**config.mk**
```make
export PLATFORM = sky130hd
export DESIGN_NAME = lrc_sine_cell
export DESIGN_NICKNAME = d
export VERILOG_FILES = /design/src/rtl/lrc_pkg.sv /design/src/rtl/lrc_sine_cell.sv
export SDC_FILE = /design/constraint.sdc
export NUM_CORES = 2
export LEC_CHECK = 0
export BUFFER_PORTS_ARGS = -buffer_cell sky130_fd_sc_hd__buf_2
export CAP_MARGIN = 30
export CELL_PAD_IN_SITES_DETAIL_PLACEMENT = 1
export CELL_PAD_IN_SITES_GLOBAL_PLACEMENT = 2
export CORE_ASPECT_RATIO = 1.25
export CORE_MARGIN = 3
export CORE_UTILIZATION = 25
export CTS_BUF_LIST = sky130_fd_sc_hd__clkbuf_16
export CTS_CLUSTER_SIZE = 10
export DETAILED_ROUTE_END_ITERATION = 12
export PLACE_DENSITY = 0.57
export SLEW_MARGIN = 10
export SYNTH_ARGS = -nofsm -noshare
export SYNTH_HDL_FRONTEND = slang
export SYNTH_SLANG_ARGS = --single-unit
```
**constraint.sdc**
```tcl
create_clock -name clk -period 11.42 [get_ports clk]
set_input_delay 0.571 -clock clk [delete_from_list [all_inputs] [get_ports clk]]
set_output_delay 0.571 -clock clk [all_outputs]
set_load 0.005 [all_outputs]
```
**src/rtl/lrc_pkg.sv**
```systemverilog
// shared types, constants and helper functions of the lidar projection unit
`default_nettype none
package lrc_pkg;

  localparam int PIXELS_DEF     = 128;
  localparam int ANGLE_BITS_DEF = 20;

  localparam int ADDR_W      = 4;
  localparam int IN_TDATA_W  = 104;
  localparam int OUT_TDATA_W = 96;

  localparam logic [1:0] REG_ENC_LOW    = 2'd0;
  localparam logic [1:0] REG_ENC_HIGH   = 2'd1;
  localparam logic [1:0] REG_MIN_RANGE  = 2'd2;
  localparam logic [1:0] REG_BEAM_OFFS  = 2'd3;

  localparam logic CMD_LOAD    = 1'b0;
  localparam logic CMD_PROJECT = 1'b1;

  localparam logic [16:0] ENC_LOW_RST  = 17'd0;
  localparam logic [16:0] ENC_HIGH_RST = 17'd90111;
  localparam logic [17:0] ENC_TURN     = 18'd90112;
  localparam logic [17:0] ENC_TURN2    = 18'd180224;
  localparam logic [17:0] ENC_RECIP    = 18'd190651;
  localparam int          ENC_RECIP_SH = 21;

  localparam logic [31:0] Q30_ONE = 32'h4000_0000;
  localparam int          SIN_TOP = 6;
  localparam logic [31:0] SIN_COEF [7] = '{
    32'd1686629713, 32'd693598668, 32'd85569306, 32'd5026995,
    32'd172272, 32'd3864, 32'd61
  };

  localparam int CELL_SQUARE = 0;
  localparam int CELL_HORNER = 1;
  localparam int CELL_FINAL  = 2;

  localparam logic [29:0] INT_SCALE = 30'd1055439989;
  localparam logic [16:0] INT_BIAS  = 17'd100;

  typedef struct packed {
    logic [31:0] u;
    logic [31:0] u2;
    logic [31:0] acc;
    logic        neg;
  } sine_lane_t;

  typedef struct packed {
    logic [30:0] y;
    logic [28:0] res;
  } log_lane_t;

  function automatic logic [28:0] log2_q24_const(input int unsigned m);
    int unsigned     e;
    longint unsigned y;
    longint unsigned res;
    e = 0;
    while (e < 31 && (m >> (e + 1)) != 0) e++;
    y = longint'(m) << (30 - e);
    res = longint'(e) << 24;
    for (int k = 23; k >= 0; k--) begin
      y = (y * y) >> 30;
      if (y >= (64'd2 << 30)) begin
        y = y >> 1;
        res = res | (64'd1 << k);
      end
    end
    return res[28:0];
  endfunction

  localparam logic [28:0] LG100 = log2_q24_const(100);

  // fractional phase of the encoder remainder, (rem * 2^19 + 5) / 11
  function automatic logic [18:0] enc_frac(input logic [3:0] rem);
    logic [18:0] f;
    case (rem)
      4'd0:    f = 19'd0;
      4'd1:    f = 19'd47663;
      4'd2:    f = 19'd95325;
      4'd3:    f = 19'd142988;
      4'd4:    f = 19'd190650;
      4'd5:    f = 19'd238313;
      4'd6:    f = 19'd285975;
      4'd7:    f = 19'd333638;
      4'd8:    f = 19'd381300;
      4'd9:    f = 19'd428963;
      4'd10:   f = 19'd476625;
      default: f = 19'd0;
    endcase
    return f;
  endfunction

  function automatic logic [21:0] sat22(input logic signed [63:0] v);
    logic [21:0] o;
    if (v > 64'sd2097151) o = 22'h1F_FFFF;
    else if (v < -64'sd2097152) o = 22'h20_0000;
    else o = v[21:0];
    return o;
  endfunction

endpackage
`default_nettype wire

```
**src/rtl/lrc_sine_cell.sv**
```systemverilog
// one step of the quarter-wave sine polynomial, registered
`default_nettype none
module lrc_sine_cell #(
  parameter int MODE     = lrc_pkg::CELL_HORNER,
  parameter int COEF_IDX = 0
) (
  input  wire                 clk,
  input  wire                 en,
  input  lrc_pkg::sine_lane_t lane_i,
  output lrc_pkg::sine_lane_t lane_o
);
  import lrc_pkg::*;

  logic [31:0] op_a;
  logic [31:0] op_b;
  logic [63:0] prod;
  logic [63:0] rnd;
  logic [31:0] qm;
  sine_lane_t  nxt;

  always_comb begin
    op_a = (MODE == CELL_HORNER) ? lane_i.u2 : lane_i.u;
    op_b = (MODE == CELL_SQUARE) ? lane_i.u : lane_i.acc;
    prod = 64'(op_a) * 64'(op_b);
    rnd  = prod + (64'd1 << 29);
    qm   = rnd[61:30];
    nxt  = lane_i;
    case (MODE)
      CELL_SQUARE: begin
        nxt.u2  = qm;
        nxt.acc = SIN_COEF[SIN_TOP];
      end
      CELL_HORNER: nxt.acc = SIN_COEF[COEF_IDX] - qm;
      CELL_FINAL:  nxt.acc = (qm > Q30_ONE) ? Q30_ONE : qm;
      default:     nxt = lane_i;
    endcase
  end

  always_ff @(posedge clk) begin
    if (en) lane_o <= nxt;
  end

endmodule
`default_nettype wire

```
* Word level (Yosys, flattened, before mapping) *
Index checks and enable logic that the tools add are counted.

storage, ports and cells
  flip-flop bits (word level) = 97
  latch bits = 0
  bits in writable memories = 0
  bits in read-only memories = 0
  input bits = 99
  output and inout port bits = 97
  logic and storage cells = 7
  memories kept = 0

cells by class
  add/subtract/negate cells = 2
  multiply operators = 1
  divide/modulo/power cells = 0
  magnitude comparators = 0
  equality and inequality tests = 0
  shift operators = 0
  muxes and demuxes = 0
  bitwise gates (word level) = 0
  reduce and logical (&&, ||, !) cells = 0

operator list
  operator                number
  $add 62x30->62 const B  1
  $mul 32x32->62          1
  $sub 31x32->32 const A  1

* Depth between registers and ports, before layout *
  depth in word-level cells = 3
  depth in mapped cells = 34
  mapped depth without buffers = 33

* Least setup slack after synthesis *
No wires, ideal clock.

  kind = input-to-reg
  start = input port lane_i[46] (netlist bit)
  end = register lane_o[32] (netlist bit), data pin
  setup time = 0.260 ns
  arrival time = 8.151 ns
  required time = 11.160 ns
  path slack = 3.010 ns
  stages on the path = 31
  path buffers = 1
  cell sequence = clkbuf_1 -> and2_1 -> fa_1 -> fa_1 -> fa_1 -> inv_1 -> fa_1 -> inv_1 -> fa_1 -> inv_1 -> fa_1 -> inv_1 -> fa_1 -> fa_1 -> ha_1 -> a21oi_1 -> o21ai_0 -> a21oi_1 -> o21bai_1 -> a221oi_1 -> xnor2_1 -> ha_1 -> nor4b_1 -> nor4_4 -> o21ai_2 -> a21oi_4 -> a2bb2oi_4 -> a21boi_2 -> o31ai_1 -> a221oi_2 -> xnor2_1

RTL lines
  item                    line                 text
  start: declaration      lrc_sine_cell.sv:9   input lrc_pkg::sine_lane_t lane_i,
  end signal: assignment  lrc_sine_cell.sv:40  if (en) lane_o <= nxt;
  end: declaration        lrc_sine_cell.sv:10  output lrc_pkg::sine_lane_t lane_o

==> reports/metrics.csv <==
metric,value,unit
Nets,5140,
Tightest Hold Check Type,primary input to register,
cts hold-fix bufs,0,
total negative slack,0,ps
Std-Cell Rows,156,
register clock-pin slew on the reported worst setup and hold paths,90,ps
Setup-failing EPs final,0,
CP bufs+invs,7,
global-route wire length before repair,194000,um
Async SR Flop Fraction,0,%
drt wl/cell,22.0,um
period utilization,86.2,%
Post-DP HPWL,104000,um
cell family with most CP delay,adder cells,
Critical Path Start,lane_i[42],
"FF+latch count, synth",97,
max frequency,0.102,GHz
DR vias/cell,4.46,
Mapped Cells,3832,
"Hold Violations, Final",0,
clk buf depth,2,
Core Area,0.145,mm^2
antenna violations before repair,9,
"most common cell after layout, fill and taps aside",fa_1,
largest net degree at the start of global routing,65,
gr usage total,17.4,%
cts bufs inserted,9,
# DRC,0,
critical path launch point type,primary input,
worst-path fanout max,23,
post-synthesis cell area,0.0365,mm^2
Slew headroom,36.9,%
synth warn,0,
share of cells above drive strength 1,6.96,%
Layout area overhead,8.72,%
Root Buffer Master,clkbuf_16,
"EDFF count, synth",97,
sequential fraction of the synthesis area,7.97,%
PortBufs,195,
GP Congestion,0.785,
CTS-repair resized insts,0,
Crit-path slowest cell,buf_2,
status,completed,
Max stage delay on crit path,580,ps
clock sink total,97,
fill count,16700,
1st-iter DRT viols,751,
area of the multi-input gates,0.0296,mm^2
Period minus WS final,9840,ps
"Top FF cell, synth",edfxtp_1,
DR pass1 iterations,4,
GRT Residual Overflow,0,
hold path depth,1,
register name with the most flops,lane_o,
critical path class,primary input to register,
total die area,0.151,mm^2
number of flip-flops in the largest register,97,
Worst Setup End Kind,register,
syn avg cell area,9.53,um^2
post-synth cell types,71,
Worst Hold End,lane_o[75],
die height,433,um
Worst Hold Launch,lane_i[75],
"Setup Fix Bufs, Post-CTS",0,
FF+latch area,0.00291,mm^2
CTS tree,yes,
Max-Cap Viols,0,
Total Wirelength,127000,um
io pins,196,
Starting Density,25.2,%
H-tree levels,3,
Crit path arrival time,10010,ps
"commonest cells after routing, fill and taps aside","fa_1 (896), inv_1 (868), and2_1 (596)",
Synthesized Nets,5097,
DR vias,25800,
Die Wd,348,um
Regs by FF count,lane_o (97),
vias in the first global route,30400,
Antenna Violating Nets Remaining,0,
Worst-Margin Slew,947,ps
max-slew violations,0,
cell mode on critical path,fa_1,
Critical Path RT,11590,ps
RSZ-0062 raised after global routing,no,
[synth_stat cells (6+ instances only)]
cell / instances / area, um^2
a211oi_1: 7 / 52.6
a21o_1: 13 / 97.6
a21oi_1: 75 / 375
a31oi_1: 7 / 43.8
and2_1: 596 / 3730
and3_1: 6 / 37.5
clkbuf_1: 199 / 747
edfxtp_1: 97 / 2910
fa_1: 896 / 17900
ha_1: 270 / 3380
inv_1: 868 / 3260
nand2_1: 496 / 1860
nand3_1: 14 / 70.1
nand4_1: 21 / 131
nor2_1: 37 / 139
nor3_1: 17 / 85.1
o211ai_1: 6 / 45.0
o21a_1: 11 / 82.6
o21ai_0: 44 / 220
o21bai_1: 9 / 67.6
o31ai_1: 6 / 45.0
xnor2_1: 42 / 368
xor2_1: 20 / 175
[cell families after synthesis]
| group | share of synthesized area (%) |
|---|---|
| AO/OA/AOI/OAI | 3.80 |
| XOR/XNOR | 1.49 |
| adder cells (fa/ha/maj) | 58.3 |
| buffers and inverters | 11.0 |
| flip-flops | 7.97 |
| AND/OR/NAND/NOR | 17.4 |
[per-stage QoR]
stage	hold slack (ps)	util, %	instances	worst slack (ps)	cell area, um^2
6_report	335	27.4	5778	1580	39700
5_1_grt	307	27.4	5774	999	39700
3_3_place_gp	747	27.2	5759	1010	39400
4_1_cts	283	27.4	5773	1480	39700
3_5_place_dp	749	27.2	5759	1090	39400
2_1_floorplan	670	-	3832	3010	36500
[worst max-delay path by stage]
stage / slack (ps) / endpoint / depth (start not counted)
6_report: 1580 / lane_o[32] / 33
5_1_grt: 1000 / lane_o[32] / 33
4_1_cts: 1480 / lane_o[32] / 33
3_5_place_dp: 1090 / lane_o[32] / 33
3_3_place_gp: 1010 / lane_o[32] / 33
2_1_floorplan: 3010 / lane_o[32] / 31
[cell type report]
| class | instances | area share [%] |
|---|---|---|
| flip-flops and latches | 97 | 7.33 |
| clock buffers | 9 | 0.567 |
| inverters | 868 | 8.20 |
| repair buffers | 235 | 3.28 |
| multi-input cells | 2664 | 74.5 |
| well taps | 1896 | 5.97 |
| diodes | 4 | 0.0252 |
| clock inverters | 5 | 0.104 |
[metal layers]
| layer | GRT usage [%] | vias up | part of all wire (%) |
|---|---|---|---|
| met2 | 35.6 | 308 | 58 |
| met4 | 3.46 | 2 | 1.9 |
| li1 | - | 11300 | - |
| met1 | 19.5 | 14100 | 38 |
| met3 | 1.04 | 82 | 1.7 |
| met5 | 0 | - | 0.0063 |
Power is not shown: default switching activity piles up to over one toggle a cycle in this logic, so the estimate is an artifact.
