[src/rtl/lrc_pkg.sv]
// shared types, constants and helper functions of the lidar projection unit
`default_nettype none
package lrc_pkg;

  localparam int PIXELS_DEF     = 128;
  localparam int ANGLE_BITS_DEF = 20;

  localparam int ADDR_W      = 4;
  localparam int IN_TDATA_W  = 104;
  localparam int OUT_TDATA_W = 96;

  localparam logic [1:0] REG_ENC_LOW    = 2'd0;
  localparam logic [1:0] REG_ENC_HIGH   = 2'd1;
  localparam logic [1:0] REG_MIN_RANGE  = 2'd2;
  localparam logic [1:0] REG_BEAM_OFFS  = 2'd3;

  localparam logic CMD_LOAD    = 1'b0;
  localparam logic CMD_PROJECT = 1'b1;

  localparam logic [16:0] ENC_LOW_RST  = 17'd0;
  localparam logic [16:0] ENC_HIGH_RST = 17'd90111;
  localparam logic [17:0] ENC_TURN     = 18'd90112;
  localparam logic [17:0] ENC_TURN2    = 18'd180224;
  localparam logic [17:0] ENC_RECIP    = 18'd190651;
  localparam int          ENC_RECIP_SH = 21;

  localparam logic [31:0] Q30_ONE = 32'h4000_0000;
  localparam int          SIN_TOP = 6;
  localparam logic [31:0] SIN_COEF [7] = '{
    32'd1686629713, 32'd693598668, 32'd85569306, 32'd5026995,
    32'd172272, 32'd3864, 32'd61
  };

  localparam int CELL_SQUARE = 0;
  localparam int CELL_HORNER = 1;
  localparam int CELL_FINAL  = 2;

  localparam logic [29:0] INT_SCALE = 30'd1055439989;
  localparam logic [16:0] INT_BIAS  = 17'd100;

  typedef struct packed {
    logic [31:0] u;
    logic [31:0] u2;
    logic [31:0] acc;
    logic        neg;
  } sine_lane_t;

  typedef struct packed {
    logic [30:0] y;
    logic [28:0] res;
  } log_lane_t;

  function automatic logic [28:0] log2_q24_const(input int unsigned m);
    int unsigned     e;
    longint unsigned y;
    longint unsigned res;
    e = 0;
    while (e < 31 && (m >> (e + 1)) != 0) e++;
    y = longint'(m) << (30 - e);
    res = longint'(e) << 24;
    for (int k = 23; k >= 0; k--) begin
      y = (y * y) >> 30;
      if (y >= (64'd2 << 30)) begin
        y = y >> 1;
        res = res | (64'd1 << k);
      end
    end
    return res[28:0];
  endfunction

  localparam logic [28:0] LG100 = log2_q24_const(100);

  // fractional phase of the encoder remainder, (rem * 2^19 + 5) / 11
  function automatic logic [18:0] enc_frac(input logic [3:0] rem);
    logic [18:0] f;
    case (rem)
      4'd0:    f = 19'd0;
      4'd1:    f = 19'd47663;
      4'd2:    f = 19'd95325;
      4'd3:    f = 19'd142988;
      4'd4:    f = 19'd190650;
      4'd5:    f = 19'd238313;
      4'd6:    f = 19'd285975;
      4'd7:    f = 19'd333638;
      4'd8:    f = 19'd381300;
      4'd9:    f = 19'd428963;
      4'd10:   f = 19'd476625;
      default: f = 19'd0;
    endcase
    return f;
  endfunction

  function automatic logic [21:0] sat22(input logic signed [63:0] v);
    logic [21:0] o;
    if (v > 64'sd2097151) o = 22'h1F_FFFF;
    else if (v < -64'sd2097152) o = 22'h20_0000;
    else o = v[21:0];
    return o;
  endfunction

endpackage
`default_nettype wire

[src/rtl/lrc_log_cell.sv]
// one squaring step of the log2 fraction, yields one result bit
`default_nettype none
module lrc_log_cell #(
  parameter int BIT_POS = 0
) (
  input  wire                clk,
  input  wire                en,
  input  lrc_pkg::log_lane_t lane_i,
  output lrc_pkg::log_lane_t lane_o
);
  import lrc_pkg::*;

  logic [61:0] sq;
  logic [31:0] t;
  log_lane_t   nxt;

  always_comb begin
    sq  = 62'(lane_i.y) * 62'(lane_i.y);
    t   = sq[61:30];
    nxt = lane_i;
    if (t[31]) begin
      nxt.y = t[31:1];
      nxt.res[BIT_POS] = 1'b1;
    end else begin
      nxt.y = t[30:0];
    end
  end

  always_ff @(posedge clk) begin
    if (en) lane_o <= nxt;
  end

endmodule
`default_nettype wire

[config.mk]
export PLATFORM = sky130hd
export DESIGN_NAME = lrc_log_cell
export DESIGN_NICKNAME = d
export VERILOG_FILES = /design/src/rtl/lrc_pkg.sv /design/src/rtl/lrc_log_cell.sv
export SDC_FILE = /design/constraint.sdc
export NUM_CORES = 2
export LEC_CHECK = 0
export BUFFER_PORTS_ARGS = -buffer_cell sky130_fd_sc_hd__buf_2
export CAP_MARGIN = 10
export CORE_MARGIN = 3
export CORE_UTILIZATION = 65
export DETAILED_ROUTE_END_ITERATION = 7
export PLACE_DENSITY = 0.91
export SLEW_MARGIN = 10
export SYNTH_ARGS = -nofsm -noshare
export SYNTH_HDL_FRONTEND = slang
export SYNTH_SLANG_ARGS = --single-unit
[constraint.sdc]
create_clock -name clk -period 10.8 [get_ports clk]
set_input_delay 1.62 -clock clk [delete_from_list [all_inputs] [get_ports clk]]
set_output_delay 1.62 -clock clk [all_outputs]
set_load 0.005 [all_outputs]
# Word-level counts from Yosys, hierarchy flattened
# Cells that the tools add are included.
dict set report word_totals {
  ff_bits 60
  in_bits 62
  out_inout_bits 60
}
dict set report classes {
  n_mul 1
  mux 1
}
# op count
set op_table {}
lappend op_table {{$mul A31 B31 Y62} 1}
lappend op_table {{$mux W30} 1}

# Logic depth before layout (Yosys ltp)
dict set report logic_depth {
  ltp_word 2
  ltp_mapped 31
  ltp_nobuf 27
}

# Worst setup path after synthesis
# Ideal clock, no wire load.
dict set report synth_timing {
  path_type {input to register}
  startpoint {input lane_i[35] in the netlist's numbering}
  endpoint {register lane_o[42] in the netlist's numbering (data pin)}
  arrival_time_ps 8565
  t_required_ps 10540
  path_slack_ps 1976
  cell_stages 27
  path_cell_list {clkbuf_1 clkbuf_1 nand2_1 fa_1 inv_1 fa_1 fa_1 inv_1 fa_1 inv_1 fa_1 inv_1 fa_1 inv_1 fa_1 fa_1 ha_1 nand3_1 o221ai_1 a211oi_1 nand2_1 o2111ai_2 a21oi_1 o31a_1 xnor2_4 buf_6 mux2_2}
}
# element line_no
set synth_lines {}
lappend synth_lines {{from (decl)} lrc_log_cell.sv:8} ;# input lrc_pkg::log_lane_t lane_i,
lappend synth_lines {{to (signal assigned)} lrc_log_cell.sv:30} ;# if (en) lane_o <= nxt;
lappend synth_lines {{to (decl)} lrc_log_cell.sv:9} ;# output lrc_pkg::log_lane_t lane_o

==> metrics.txt <==
# TYPE chip_impl_metric gauge
chip_impl_info{name="run_status",value="complete, but fails checks"} 1
chip_impl_info{name="failed_checks",value="DRC"} 1
chip_impl_metric{name="num_vias",unit=""} 21300
chip_impl_metric{name="final-setup-viol-count",unit=""} 0
chip_impl_metric{name="cts-buffers-inserted",unit=""} 9
chip_impl_metric{name="maxSlewHeadroom",unit="%"} 38.48
chip_impl_metric{name="synth-seq-cells",unit=""} 60
chip_impl_info{name="max_flop_register",value="lane_o"} 1
chip_impl_metric{name="cts_hold_buf",unit=""} 0
chip_impl_metric{name="std_cell_rows",unit=""} 76
chip_impl_metric{name="detail_route.first_pass.iterations",unit=""} 8
chip_impl_info{name="post_synth_most_frequent_cells",value="sky130_fd_sc_hd__inv_1 (920), sky130_fd_sc_hd__fa_1 (747), sky130_fd_sc_hd__nand2_1 (296)"} 1
chip_impl_metric{name="hpwl",unit="um"} 62260
chip_impl_metric{name="detail_route.wl_per_cell",unit="um"} 21.03
chip_impl_metric{name="port-buffer-count",unit=""} 121
chip_impl_metric{name="cp.required",unit="ns"} 10.87
chip_impl_metric{name="hold_viol_final",unit=""} 0
chip_impl_info{name="synth.most_common_cell",value="sky130_fd_sc_hd__inv_1"} 1
chip_impl_metric{name="ffs_w_async_s_r_synth",unit="%"} 0
chip_impl_metric{name="synth_enable_flop_cells",unit=""} 60
chip_impl_metric{name="postCtsSetupBuffers",unit=""} 0
chip_impl_info{name="predominant_post_synthesis_flop_cell",value="sky130_fd_sc_hd__edfxtp_1"} 1
chip_impl_metric{name="design.core.area",unit="um2"} 43650
chip_impl_metric{name="initial_utilization",unit="%"} 66.72
chip_impl_metric{name="drt-initial-drc-count",unit=""} 1858
chip_impl_metric{name="synthesis.nets",unit=""} 4101
chip_impl_metric{name="post_cts.resized_instances",unit=""} 0
chip_impl_metric{name="number_of_placed_i_o_pins",unit=""} 122
chip_impl_info{name="criticalPathCategory",value="in -> reg"} 1
chip_impl_metric{name="first_global_vias",unit=""} 25060
chip_impl_metric{name="post_synth_inst_count",unit=""} 3023
chip_impl_info{name="crit_chain",value="buf_2 > inv_1 > nor2_1 > a31o_2 > fa_1 > inv_1 > fa_1 > fa_1 > inv_1 > fa_1 > fa_1 > fa_1 > fa_1 > ha_1 > nand4_1 > nor4_1 > o2111ai_2 > a21oi_1 > o31a_1 > xnor2_4 > buf_16 > mux2_1"} 1
chip_impl_info{name="hp-start",value="lane_i[18]"} 1
chip_impl_metric{name="setup_tns",unit="ns"} 0
chip_impl_metric{name="cts.sink_count",unit=""} 60
chip_impl_info{name="setup.worst_path.start",value="lane_i[37]"} 1
chip_impl_info{name="cpMaxStageDelayCell",value="sky130_fd_sc_hd__nor2_1"} 1
chip_impl_info{name="critPathLaunchType",value="input port"} 1
chip_impl_metric{name="worst-slew-pin-transition",unit="ns"} 0.9228
chip_impl_metric{name="average_size_of_a_mapped_cell",unit="um2"} 9.633
chip_impl_metric{name="fp.dieW",unit="um"} 217.7
chip_impl_metric{name="dp.cells",unit=""} 3631
chip_impl_metric{name="sequential_area_share_after_synthesis",unit="%"} 6.187
chip_impl_metric{name="cts.htree.levels",unit=""} 3
chip_impl_metric{name="clk_path_buf_depth",unit=""} 2
chip_impl_metric{name="clk_pin_slew",unit="ns"} 0.05
chip_impl_metric{name="timing.critical_path.slowest_cell_delay",unit="ns"} 0.75
chip_impl_metric{name="max_freq",unit="MHz"} 100.6
chip_impl_info{name="tritoncts",value="built"} 1
chip_impl_metric{name="max_capacitance_violation_count",unit=""} 0
chip_impl_metric{name="finalCritPeriodShare",unit="%"} 92.02
chip_impl_metric{name="largest_net_degree_at_the_start_of_global_routing",unit=""} 61
chip_impl_metric{name="synth_area",unit="um2"} 29120
chip_impl_metric{name="area_delta_synth_final",unit="%"} 4.477
chip_impl_metric{name="final_antenna_net_count",unit=""} 0
chip_impl_metric{name="drc_violation_count_after_routing",unit=""} 3
chip_impl_metric{name="design.die.area",unit="um2"} 47380
chip_impl_metric{name="gp_congestion",unit=""} 0.9980
chip_impl_metric{name="timing.critical_path.fanout_max",unit=""} 27
chip_impl_info{name="worstHoldPathType",value="in -> reg"} 1
chip_impl_metric{name="layout.nets",unit=""} 4136
chip_impl_metric{name="remaining_global_route_overflow",unit=""} 0
chip_impl_metric{name="yosys.cell_types.count",unit=""} 59
chip_impl_info{name="unrepaired_setup_endpoints_after_global_routing",value="no"} 1
chip_impl_metric{name="whs",unit="ns"} 1.465
chip_impl_metric{name="synth_top_area_share",unit="%"} 51.35
chip_impl_info{name="clock_tree.root_cell",value="sky130_fd_sc_hd__clkbuf_16"} 1
chip_impl_info{name="timing.critical_path.to_type",value="register"} 1
chip_impl_metric{name="instances_no_fill",unit=""} 3648
chip_impl_metric{name="layout-drive-gt1-share",unit="%"} 5.652
chip_impl_metric{name="die_h",unit="um"} 217.7
chip_impl_metric{name="grt_use_total",unit="%"} 34.29
chip_impl_metric{name="yosys_warnings",unit=""} 0
chip_impl_metric{name="period_minus_slack",unit="ns"} 9.938
chip_impl_metric{name="wire_length_of_the_first_global_routing_pass",unit="um"} 125500
chip_impl_metric{name="pins_over_slew_limit",unit=""} 0
chip_impl_info{name="synth.top_cells.by_area",value="sky130_fd_sc_hd__fa_1 (51%), sky130_fd_sc_hd__inv_1 (12%), sky130_fd_sc_hd__ha_1 (12%)"} 1
chip_impl_metric{name="max_reg_flops",unit=""} 60
chip_impl_info{name="synth_top_cell_by_area",value="sky130_fd_sc_hd__fa_1"} 1
chip_impl_info{name="crit_top_cell",value="sky130_fd_sc_hd__fa_1"} 1
chip_impl_metric{name="routed_via_density",unit=""} 5.837
chip_impl_metric{name="grt_antenna_before_repair",unit=""} 2
chip_impl_metric{name="postRouteWirelength",unit="um"} 76710
chip_impl_info{name="largest_registers",value="lane_o x60"} 1
chip_impl_metric{name="placement_stage_cell_area",unit="um2"} 30120
chip_impl_metric{name="post_layout_inst_area",unit="um2"} 30420
chip_impl_metric{name="critical_path_arrival",unit="ns"} 10.00
-- worst max-delay path, delay by kind of cell --
| family | cells | cell delay, ns |
|---|---|---|
| adders and majority gates | 8 | 3.70 |
| and+or+nand+nor | 3 | 1.46 |
| buffers and inverters | 5 | 1.37 |
| AOI/OAI and AO/OA | 4 | 1.16 |
| muxes | 1 | 0.36 |
| xor gates and xnor gates | 1 | 0.30 |
-- cell usage in the layout (no fill, tap or decap), types with 6 or more instances in the layout --
cell type	n
sky130_fd_sc_hd__ha_1	269
sky130_fd_sc_hd__mux2_2	9
sky130_fd_sc_hd__o21bai_1	10
sky130_fd_sc_hd__inv_1	920
sky130_fd_sc_hd__xnor2_1	32
sky130_fd_sc_hd__edfxtp_1	60
sky130_fd_sc_hd__a21o_1	22
sky130_fd_sc_hd__nand2_1	296
sky130_fd_sc_hd__nand4_1	20
sky130_fd_sc_hd__a211oi_1	6
sky130_fd_sc_hd__nor2_1	62
sky130_fd_sc_hd__buf_2	121
sky130_fd_sc_hd__o21ai_0	34
sky130_fd_sc_hd__and3_1	8
sky130_fd_sc_hd__or2_2	7
sky130_fd_sc_hd__clkbuf_16	9
sky130_fd_sc_hd__nor2b_1	10
sky130_fd_sc_hd__fa_1	747
sky130_fd_sc_hd__and2_1	189
sky130_fd_sc_hd__nor3_1	10
sky130_fd_sc_hd__xor2_1	23
sky130_fd_sc_hd__mux2i_1	6
sky130_fd_sc_hd__mux2_1	12
sky130_fd_sc_hd__buf_4	16
sky130_fd_sc_hd__nand3_1	16
sky130_fd_sc_hd__a21oi_1	76
sky130_fd_sc_hd__o211ai_1	9
-- area by class of cell --
cell class / count / area, um2
timing repair buffer: 138 / 753.2
multi-input combinational: 1928 / 23400
sequential: 60 / 1802
clock inverter: 4 / 42.54
inverter: 921 / 3457
fill: 2919 / 13220
antenna: 2 / 5.005
tap: 585 / 732.0
clock buffer: 10 / 229.0
-- metrics by stage --
stage               setup WS [ns]  util (%)
finish                     0.8618     69.71
floorplan                   1.976         -
global route               0.5686     69.71
CTS                        0.8196     69.63
detailed placement         0.4943     69.01
global placement           0.7599     69.01
-- worst paths after layout --
kind	to	slack (ns)	cells after the start
setup / recovery	lane_o[44]	0.86	22
hold / removal	lane_o[18]	1.47	1
-- layer usage --
metal / vias to the layer above / track usage, % / part of all wire [%]
met5: - / 0 / 0
met2: 1335 / 59.50 / 50
met1: 10620 / 37.97 / 32
met4: 0 / 21.66 / 8.0
met3: 478 / 8.388 / 10
li1: 8866 / - / -
-- kinds of logic after synthesis --
kind of cell,synth area share (%)
and+or+nand+nor,10.40
buffers and inverters,13.44
AOI/OAI and AO/OA,4.288
muxes,1.018
xor gates and xnor gates,1.749
adders and majority gates,62.91
DFF,6.187
Power is left out: the tool's default activity adds up to more than one toggle a clock period on the data nets, which glitch-free logic cannot reach.
